===== config.mk =====
export PLATFORM = sky130hd
export DESIGN_NAME = phgb_fifo
export DESIGN_NICKNAME = d
export VERILOG_FILES = /design/src/rtl/core/phgb_pkg.sv /design/src/rtl/core/phgb_fifo.sv
export SDC_FILE = /design/constraint.sdc
export NUM_CORES = 1
export LEC_CHECK = 0
export BUFFER_PORTS_ARGS = -buffer_cell sky130_fd_sc_hd__buf_2
export CAP_MARGIN = 20
export CORE_UTILIZATION = 52
export DETAILED_ROUTE_END_ITERATION = 12
export PLACE_DENSITY_LB_ADDON = 0.12
export SYNTH_ARGS = -nofsm -noshare
export SYNTH_HDL_FRONTEND = slang
export SYNTH_SLANG_ARGS = --single-unit

===== constraint.sdc =====
create_clock -name clk_i -period 2.8 [get_ports clk_i]
set_input_delay 0.42 -clock clk_i [delete_from_list [all_inputs] [get_ports clk_i]]
set_output_delay 0.42 -clock clk_i [all_outputs]
set_load 0.005 [all_outputs]

===== src/rtl/core/phgb_pkg.sv =====
// -----------------------------------------------------------------------------
// Polar height grid package
// Shared types, constants and the arctangent table of the polar height grid.
// -----------------------------------------------------------------------------
`default_nettype none

package phgb_pkg;

  // Coordinate and grid geometry.
  localparam int CW          = 20;
  localparam int MAX_RINGS   = 32;
  localparam int MAX_SECTORS = 64;
  localparam int RING_W      = $clog2(MAX_RINGS);
  localparam int SECT_W      = $clog2(MAX_SECTORS);
  localparam int IDX_W       = RING_W + SECT_W;
  localparam int CELLS       = MAX_RINGS * MAX_SECTORS;
  localparam int RCNT_W      = 6;
  localparam int SCNT_W      = 7;
  localparam int CSTEPS      = 20;
  localparam int ZW          = 34;

  localparam logic signed [CW-1:0] HEIGHT_MAX = {1'b0, {(CW-1){1'b1}}};

  // Input action codes.
  localparam logic [1:0] ACT_ADD   = 2'd0;
  localparam logic [1:0] ACT_READ  = 2'd1;
  localparam logic [1:0] ACT_CLEAR = 2'd2;
  localparam logic [1:0] ACT_NOP   = 2'd3;

  // Configuration register indexes.
  localparam logic [2:0] REG_RING_COUNT   = 3'd0;
  localparam logic [2:0] REG_SECTOR_COUNT = 3'd1;
  localparam logic [2:0] REG_RANGE_MIN    = 3'd2;
  localparam logic [2:0] REG_RANGE_MAX    = 3'd3;
  localparam logic [2:0] REG_FIRST_AXIS   = 3'd4;
  localparam logic [2:0] REG_SECOND_AXIS  = 3'd5;
  localparam logic [2:0] REG_HEIGHT_AXIS  = 3'd6;
  localparam logic [2:0] REG_HEIGHT_FLIP  = 3'd7;

  // Axis codes.
  localparam logic [1:0] AXIS_Y = 2'd1;
  localparam logic [1:0] AXIS_Z = 2'd2;

  // Operation carried from the front end to the cell store.
  typedef enum logic [1:0] {
    OP_ADD   = 2'd0,
    OP_READ  = 2'd1,
    OP_CLEAR = 2'd2
  } op_e;

  typedef struct packed {
    op_e                   op;
    logic [IDX_W-1:0]      idx;
    logic signed [CW-1:0]  height;
  } item_t;

  typedef struct packed {
    logic [RCNT_W-1:0] ring_count;
    logic [SCNT_W-1:0] sector_count;
    logic [CW-1:0]     range_min;
    logic [CW-1:0]     range_max;
    logic [1:0]        first_axis;
    logic [1:0]        second_axis;
    logic [1:0]        height_axis;
    logic              height_flip;
  } cfg_t;

  // Arctangent of 2^-i in units of 2^-32 turn.
  function automatic logic [31:0] atan_lut(input logic [4:0] i);
    logic [31:0] v;
    case (i)
      5'd0:    v = 32'd536870912;
      5'd1:    v = 32'd316933406;
      5'd2:    v = 32'd167458907;
      5'd3:    v = 32'd85004756;
      5'd4:    v = 32'd42667331;
      5'd5:    v = 32'd21354465;
      5'd6:    v = 32'd10679838;
      5'd7:    v = 32'd5340245;
      5'd8:    v = 32'd2670163;
      5'd9:    v = 32'd1335087;
      5'd10:   v = 32'd667544;
      5'd11:   v = 32'd333772;
      5'd12:   v = 32'd166886;
      5'd13:   v = 32'd83443;
      5'd14:   v = 32'd41722;
      5'd15:   v = 32'd20861;
      5'd16:   v = 32'd10430;
      5'd17:   v = 32'd5215;
      5'd18:   v = 32'd2608;
      5'd19:   v = 32'd1304;
      default: v = 32'd0;
    endcase
    return v;
  endfunction

endpackage

`default_nettype wire


===== src/rtl/core/phgb_fifo.sv =====
// -----------------------------------------------------------------------------
// Polar height grid operation queue
// Two-entry queue between the front end and the cell store.
// -----------------------------------------------------------------------------
`default_nettype none

module phgb_fifo
  import phgb_pkg::*;
(
  input  wire logic  clk_i,
  input  wire logic  rst_ni,
  input  wire logic  push_i,
  input  wire item_t item_i,
  output logic       full_o,
  input  wire logic  pop_i,
  output logic       empty_o,
  output item_t      item_o
);

  item_t      mem_q [2];
  logic       wr_q, rd_q;
  logic [1:0] cnt_q;

  // Pointers and fill level.
  always_ff @(posedge clk_i or negedge rst_ni) begin
    if (!rst_ni) begin
      wr_q  <= 1'b0;
      rd_q  <= 1'b0;
      cnt_q <= '0;
    end else begin
      if (push_i) wr_q <= !wr_q;
      if (pop_i) rd_q <= !rd_q;
      cnt_q <= cnt_q + 2'(push_i) - 2'(pop_i);
    end
  end

  // Entry storage.
  always_ff @(posedge clk_i) begin
    if (push_i) mem_q[wr_q] <= item_i;
  end

  assign full_o  = (cnt_q == 2'd2);
  assign empty_o = (cnt_q == 2'd0);
  assign item_o  = mem_q[rd_q];

endmodule

`default_nettype wire


==> results.cfg, run 1 <==
[run_status]
status = complete, no violations

[pwr]
irDropWorstVdd_uv = 578
seqPwrFrac_pct = 49.9
powerDensity_nw_per_um2 = 932
p_clk_share_pct = 20.4
switchingPower_uw = 806
p_int_uw = 2260
swShare_pct = 26.3
p_comb_share_pct = 29.6
leakagePower_uw = 0.00136

[yosys]
yosysTopAreaCell = edfxtp_1
synth_top_area_share_pct = 72.6
synth_seq_area_share_pct = 76.3
synth_flop_cell = edfxtp_1
synth_enable_flop_cells = 66
netlist-cell-type-count = 13
syn_area_um2 = 2730
synth.net_count = 157
async_reset_ff_share_pct = 5.71
synth_most_common_cell = edfxtp_1
synth-seq-cells = 70
syn-mean-instance-area_um2 = 23.1
synth_commonest_cells = edfxtp_1, mux2_4, dfrtp_1, mux2_2, buf_12
ys_warn_count = 0
yosys-top-cells-area = edfxtp_1, mux2_4, dfrtp_1
synth_cells = 118

[clock_tree]
cts_resized = 0
cts_tree = yes
cts_hold_buf = 1
clkTransAtPathRegs_ns = 0.07
h-tree-depth = 3
clock-sinks = 70
cts-buffers-inserted = 9
insertion_delay_ns = 0.32
cts_setup_buffers = 0
cts_buffer_depth = 2
root_buffer = clkbuf_8

[global_routing]
gr-total-overflow = 0
grt_pass1_vias = 1352
grt_use_met2_pct = 25.8
grt_pass1_wl_mm = 6.12
antenna_found_initial = 0
grt_usage_pct = 16.0
grt_max_degree = 34
top_usage_layer = met2
grtUsageMet1_pct = 19.2
met3_usage_pct = 3.93

[detailed_routing]
drtAntennaViolNets = 0
first_iter_violations = 50
wl_per_cell_um = 15.0
drc = 0
vias = 1303
vias_per_cell = 4.76
routed_wl_mm = 4.11
dr.pass1.iters = 4

[die]
row_count = 26
core_um2 = 5070
start_util_pct = 53.8
dieHeight_um = 74.5
dieArea_um2 = 5540
die-width_um = 74.5
io_pins = 72

[sta]
clock.fmax_ghz = 0.436
period_share_pct = 81.9
skew_ns = 0.00722
period_minus_slack_ns = 2.29
max_slew_margin_pct = 46.8
slew_violations = 0
finalSetupViolCount = 0
worst_slew_pin_slew_ns = 0.798
finalHoldViolations = 0
setup_tns_ns = 0
grt_setup_unrepaired = no

[finish]
final_util_pct = 64.9
diodes = 0
drive_gt1_share_pct = 58.8
nNetsFinal = 239
fin_area_um2 = 3290
areaGrowthSynthToFinish_pct = 20.6

[critical_path]
crit_type = flip-flop to primary output
crit_start = rd_q
worstPathArrival_ns = 1.87
reg2reg_from = wr_q
end_kind = primary output
worstPathMaxFanout = 20
critPathLaunchType = flip-flop
required_ns = 2.38

[place]
place_congestion = 0.666
hpwl_mm = 2.80
io_buffer_count = 71
place_area_um2 = 3130

[job]
drv_cap = 0

[min_path]
min-delay-start = item_i[1]
hp-class = input port to flip-flop
## power groups by stage
stage	logic (uW)	clock network [uW]	registers, uW
after floorplan	751	0	1470
after global routing	988	681	1560
after global placement	895	0	1540
after detailed placement	924	0	1560
final	909	626	1530
after CTS	929	644	1540
## layout by cell type (no fill, tap or decap)
cell and instances:
edfxtp_1 66, clkbuf_8 9, mux2_4 29, inv_1 2
dlygate4sd3_1 1, xor2_1 2, buf_4 3, ha_1 2
dfrtp_2 1, nor2_1 1, dfrtp_1 3, buf_2 71
clkinv_1 2, xor3_1 1, nor2b_1 1, clkinv_2 1
mux2_2 4, nor2b_4 1, clkbuf_1 3, and2_2 1
## per-layer routing
metal	share of wire, %	vias up
met4	1.9	0
met2	51	46
met1	41	629
met3	5.8	9
met5	0	-
li1	-	619
## kinds of logic (layout without fill, tap and decap cells)
| group | count (synthesis) | count (layout) | synth area share (%) |
|---|---|---|---|
| DFF | 70 | 70 | 76.3 |
| muxes | 33 | 33 | 17.6 |
| buffers and inverters | 6 | 92 | 2.89 |
| and+or+nand+nor | 4 | 4 | 0.825 |
| xor gates and xnor gates | 3 | 3 | 1.51 |
| adders and majority gates | 2 | 2 | 0.916 |
## stage by stage
stage	cells	setup WS [ns]	total power, uW	hold slack [ns]
after floorplan	118	0.463	2220	0.124
final	274	0.507	3070	0.283
after detailed placement	258	0.822	2480	0.235
after global routing	274	0.403	3230	0.269
after global placement	258	0.870	2440	0.228
after CTS	274	0.474	3110	0.270
## registers in the layout (all words and copies together), names as in the netlist
name,cells
cnt_q,2
mem_q,66
wr_q,1
rd_q,1
## critical path, stage by stage (launching register included)
cell,delay (ns)
dfrtp_2,0.73
buf_4,0.36
mux2_4,0.33
buf_2,0.13
## final cells by class
cell class / count / area (um2)
Fill cell: 393 / 1780
Sequential cell: 70 / 2080
Timing Repair Buffer: 75 / 388
Clock inverter: 3 / 12.5
Multi-Input combinational cell: 42 / 578
Tap cell: 70 / 87.6
Inverter: 2 / 7.51
Clock buffer: 12 / 135
## final timing paths
kind,to,slack (ns),depth (start not counted)
min in group asynchronous,cnt_q[1],0.44,2
hold reg to reg,wr_q,0.55,1
setup / recovery,item_o[29],0.51,3
hold / removal,mem_q[0][1],0.28,1
setup reg to reg,mem_q[0][25],1.30,2
max in group asynchronous,rd_q,2.22,2
Power figures use the tool's default switching activity.
==> run 2, diff against run 1 <==
Clock period 2.8 ns to 2.25 ns, I/O delays scaled along.
==> run 2 against run 1 <==
Net effect: final area rose by 3.0%; power grew 35%; non-clock buffer count grew 1; critical path type unchanged; worst hold slack worse by 0.096 ns; global-route usage rose by 0.22 points; sequential power is 23% higher.
==> results.cfg, run 2 (synthesis gave the netlist of run 1 again) <==
[die]
core_um2 = 5070
row_count = 26
dieArea_um2 = 5540
start_util_pct = 53.8
die-width_um = 74.5
dieHeight_um = 74.5
io_pins = 72

[sta]
slew_violations = 0
period_minus_slack_ns = 2.05
period_share_pct = 91.1
setup_tns_ns = 0
worst_slew_pin_slew_ns = 0.469
max_slew_margin_pct = 68.7
finalHoldViolations = 0
skew_ns = 0.00580
finalSetupViolCount = 0
grt_setup_unrepaired = no
clock.fmax_ghz = 0.488

[finish]
diodes = 0
layout_common_cells = buf_2, edfxtp_1, mux2_4, clkbuf_8, mux2_2
areaGrowthSynthToFinish_pct = 24.2
max_flop_register = mem_q
drive_gt1_share_pct = 61.2
top_regs = mem_q (66), cnt_q (2)
nNetsFinal = 240
final_common_cell = buf_2
largest_register_ffs = 66

[job]
drv_cap = 0

[run_status]
status = complete, no violations

[pwr]
irDropWorstVdd_uv = 783
finalPower_uw = 4140
leakagePower_uw = 0.00140
powerDensity_nw_per_um2 = 1220

[clock_tree]
insertion_delay_ns = 0.33
cts_buffer_depth = 2
cts_tree = yes
clkTransAtPathRegs_ns = 0.07
cts_setup_buffers = 0
clock-sinks = 70
h-tree-depth = 3
cts_resized = 0
cts-buffers-inserted = 9
root_buffer = clkbuf_8

[global_routing]
gr-total-overflow = 0
antenna_found_initial = 0
grt_pass1_wl_mm = 6.12
grt_max_degree = 23
grt_usage_pct = 16.3
grt_pass1_vias = 1335

[detailed_routing]
wl_per_cell_um = 15.3
drtAntennaViolNets = 0
drc = 0
first_iter_violations = 111
dr.pass1.iters = 4
routed_wl_mm = 4.21
vias_per_cell = 4.80
vias = 1324

[place]
io_buffer_count = 71
hpwl_mm = 2.95
place_congestion = 0.635

[critical_path]
required_ns = 1.91
critPathLaunchType = flip-flop
crit_type = flip-flop to primary output
end_kind = primary output
worstPathArrival_ns = 1.71
worstPathMaxFanout = 22

[min_path]
hp-class = input port to flip-flop
-- run 2: cell count changes in the layout (fill, tap and decap cells not counted) --
| cell | before | now |
|---|---|---|
| buf_4 | 3 | 2 |
| buf_12 | 0 | 2 |
| clkinv_1 | 2 | 1 |
| bufinv_16 | 0 | 2 |
| clkinvlp_4 | 0 | 2 |
| clkbuf_1 | 3 | 0 |
| clkinv_2 | 1 | 2 |
-- run 2: final cells by class --
class	count	area, um2
Sequential cell	70	2080
Fill cell	373	1690
Multi-Input combinational cell	42	578
Timing Repair Buffer	76	420
Clock buffer	9	124
Clock inverter	7	88.8
Tap cell	70	87.6
Inverter	2	7.51
-- run 2: per-layer routing --
metal / track usage [%] / wire length (um) / up-vias / share of wire [%]
li1: - / - / 623 / -
met1: 17.2 / 1640 / 647 / 39
met2: 27.5 / 2240 / 46 / 53
met3: 4.88 / 244 / 8 / 5.8
met4: 11.7 / 92 / 0 / 2.2
met5: 0 / 0 / - / 0
-- run 2: through the flow --
| stage | worst slack (ns) | hold slack [ns] | instance area [um2] | util (%) | instances |
|---|---|---|---|---|---|
| finish | 0.201 | 0.187 | 3390 | 66.8 | 276 |
| global route | 0.133 | 0.175 | 3390 | 66.8 | 276 |
| CTS | 0.174 | 0.177 | 3390 | 66.8 | 276 |
| detailed placement | 0.540 | 0.153 | 3170 | 62.4 | 259 |
| global placement | 0.574 | 0.147 | 3170 | 62.4 | 259 |
| floorplan | 0.561 | 0.0419 | 2730 | - | 118 |
-- run 2: what timing repair did --
action | 4_1_cts | 5_1_grt
endpoints found under the setup margin | 0 | 0
endpoints found under the hold margin | 4 | 0
hold buffers | 1 | 0
-- run 2: final timing paths --
| kind | start | end | slack, ns | cells past startpoint |
|---|---|---|---|---|
| worst min register to register | wr_q | wr_q | 0.56 | 1 |
| max in group asynchronous | rst_ni | rd_q | 1.77 | 2 |
| worst max register to register | wr_q | mem_q[1][29] | 0.82 | 2 |
| min in group asynchronous | rst_ni | cnt_q[1] | 0.35 | 2 |
| worst max-delay path | rd_q | item_o[0] | 0.20 | 3 |
| worst min-delay path | item_i[0] | mem_q[1][0] | 0.19 | 1 |
-- run 2: power breakdown --
group	switching [uW]	internal [uW]
Sequential	145	1740
Combinational	473	724
Clock	444	616
Total	1060	3080
-- run 2: critical path, cell delays in order (launching register included) --
cell     delay, ns
dfrtp_2       0.62
buf_12        0.26
mux2_2        0.36
buf_2         0.13
==> run 3, diff against run 2 <==
Settings changed: CORE_UTILIZATION 52 to 40.
==> run 3 against run 2 <==
Net effect: the flow now finishes with violations (DRC); clock skew increased by 0.0032 ns; count of clock-buffer cells in the layout increased by 2; routed wire length increased by 2.2%; critical path depth unchanged; setup slack improved by 0.050 ns; critical path type unchanged; highest routed layer unchanged.
==> results.cfg, run 3 (synthesis gave the netlist of run 1 again) <==
[pwr]
powerDensity_nw_per_um2 = 1170
finalPower_uw = 3900
p_comb_share_pct = 31.1
seqPwrFrac_pct = 47.9
p_clk_share_pct = 21.0
leakagePower_uw = 0.00138
swShare_pct = 26.9
irDropWorstVdd_uv = 693
switchingPower_uw = 1050
p_int_uw = 2850

[critical_path]
worst-path-buf-inv = 2
cpMaxStageDelayCell = dfrtp_2
worstPathMaxFanout = 24
ff2ff_path_depth = 2
reg2reg_from = wr_q
crit_chain = buf_12 -> mux2_2 -> buf_2
reg2reg_to = mem_q[1][30]
worstPathArrival_ns = 1.66
end_kind = primary output
required_ns = 1.91
critPathLaunchType = flip-flop
path_delay_family = flip-flops
crit_type = flip-flop to primary output
cp_slowest_stage_delay_ns = 0.59
reg2reg_slack_ns = 0.77

[place]
place_congestion = 0.653
hpwl_mm = 2.86
placed_cells = 266
io_buffer_count = 71

[sta]
slew_violations = 0
period_minus_slack_ns = 2.00
period_share_pct = 88.8
skew_ns = 0.00897
setup_tns_ns = 0
clock.fmax_ghz = 0.500
finalSetupViolCount = 0
max_slew_margin_pct = 68.5
finalHoldViolations = 0
whs_ns = 0.196
worst_slew_pin_slew_ns = 0.472
grt_setup_unrepaired = no

[clock_tree]
cts_hold_buf = 1
cts-buffers-inserted = 9
clock-sinks = 70
cts_buffer_depth = 2
cts_tree = yes
cts_resized = 0
clkTransAtPathRegs_ns = 0.07
h-tree-depth = 3
root_buffer = clkbuf_8
cts_setup_buffers = 0
insertion_delay_ns = 0.32

[min_path]
whs_endpoint = mem_q[0][8]
min-delay-start = item_i[8]
min_delay_path_depth = 1
hp-class = input port to flip-flop

[global_routing]
gr-total-overflow = 0
grt_usage_pct = 13.3
grt_pass1_vias = 1410
grt_pass1_wl_mm = 7.07
grt_max_degree = 25
antenna_found_initial = 0

[finish]
diodes = 0
areaGrowthSynthToFinish_pct = 22.5
largest_register_ffs = 66
nNetsFinal = 240
final_common_cell = buf_2
finalNonFillerCells = 283
drive_gt1_share_pct = 60.2
top_regs = mem_q (66), cnt_q (2)
layout_common_cells = buf_2, edfxtp_1, mux2_4, clkbuf_8, mux2_2
max_flop_register = mem_q

[detailed_routing]
dr.pass1.iters = 11
routed_wl_mm = 4.30
vias_per_cell = 4.67
drc = 5
first_iter_violations = 67
drtAntennaViolNets = 0
wl_per_cell_um = 15.2
vias = 1323

[die]
row_count = 29
start_util_pct = 42.3
die-width_um = 84.6
dieArea_um2 = 7160
io_pins = 72
dieHeight_um = 84.6
core_um2 = 6460

[job]
drv_cap = 0

[run_status]
violations = DRC
status = finished, violations left
[run 3: metal layers]
| layer | vias up | routed length [um] | track usage [%] | share of wire [%] |
|---|---|---|---|---|
| met2 | 41 | 2220 | 21.8 | 51 |
| met1 | 653 | 1800 | 15.3 | 42 |
| met3 | 4 | 256 | 4.13 | 5.9 |
| li1 | 625 | - | - | - |
| met4 | 0 | 31 | 8.32 | 0.72 |
| met5 | - | 0 | 0 | 0 |
[run 3: area by class of cell]
type / count / area [um2]
fill: 563 / 3120
clock inverter: 5 / 26.3
timing repair buffer: 76 / 420
clock buffer: 11 / 131
tap: 77 / 96.3
multi-input combinational: 42 / 578
sequential: 70 / 2080
inverter: 2 / 7.51
[run 3: worst max path at each step]
stage / from / to / depth (start not counted)
floorplan: wr_q / mem_q[0][0] / 1
CTS: rd_q / item_o[32] / 3
detailed placement: rd_q / item_o[32] / 3
finish: rd_q / item_o[32] / 3
global placement: rd_q / item_o[0] / 3
global route: rd_q / item_o[2] / 3
[run 3: power groups by stage]
| stage | combinational (uW) | clock, uW | sequential (uW) |
|---|---|---|---|
| 2_1_floorplan | 935 | 0 | 1830 |
| 3_3_place_gp | 1220 | 0 | 1880 |
| 3_5_place_dp | 1240 | 0 | 1900 |
| 4_1_cts | 1250 | 854 | 1870 |
| 5_1_grt | 1320 | 916 | 1900 |
| 6_report | 1210 | 819 | 1870 |
[run 3: worst register-to-register path: stages (launching register included)]
cell	delay (ns)
dfrtp_1	0.42
and2_2	0.48
buf_4	0.29
[run 3: through the flow]
step	worst slack, ns	utilization (%)	cell area, um2
floorplan	0.561	-	2730
global placement	0.602	49.2	3180
CTS	0.216	51.8	3340
global route	0.155	51.8	3340
detailed placement	0.571	49.2	3180
finish	0.251	51.8	3340
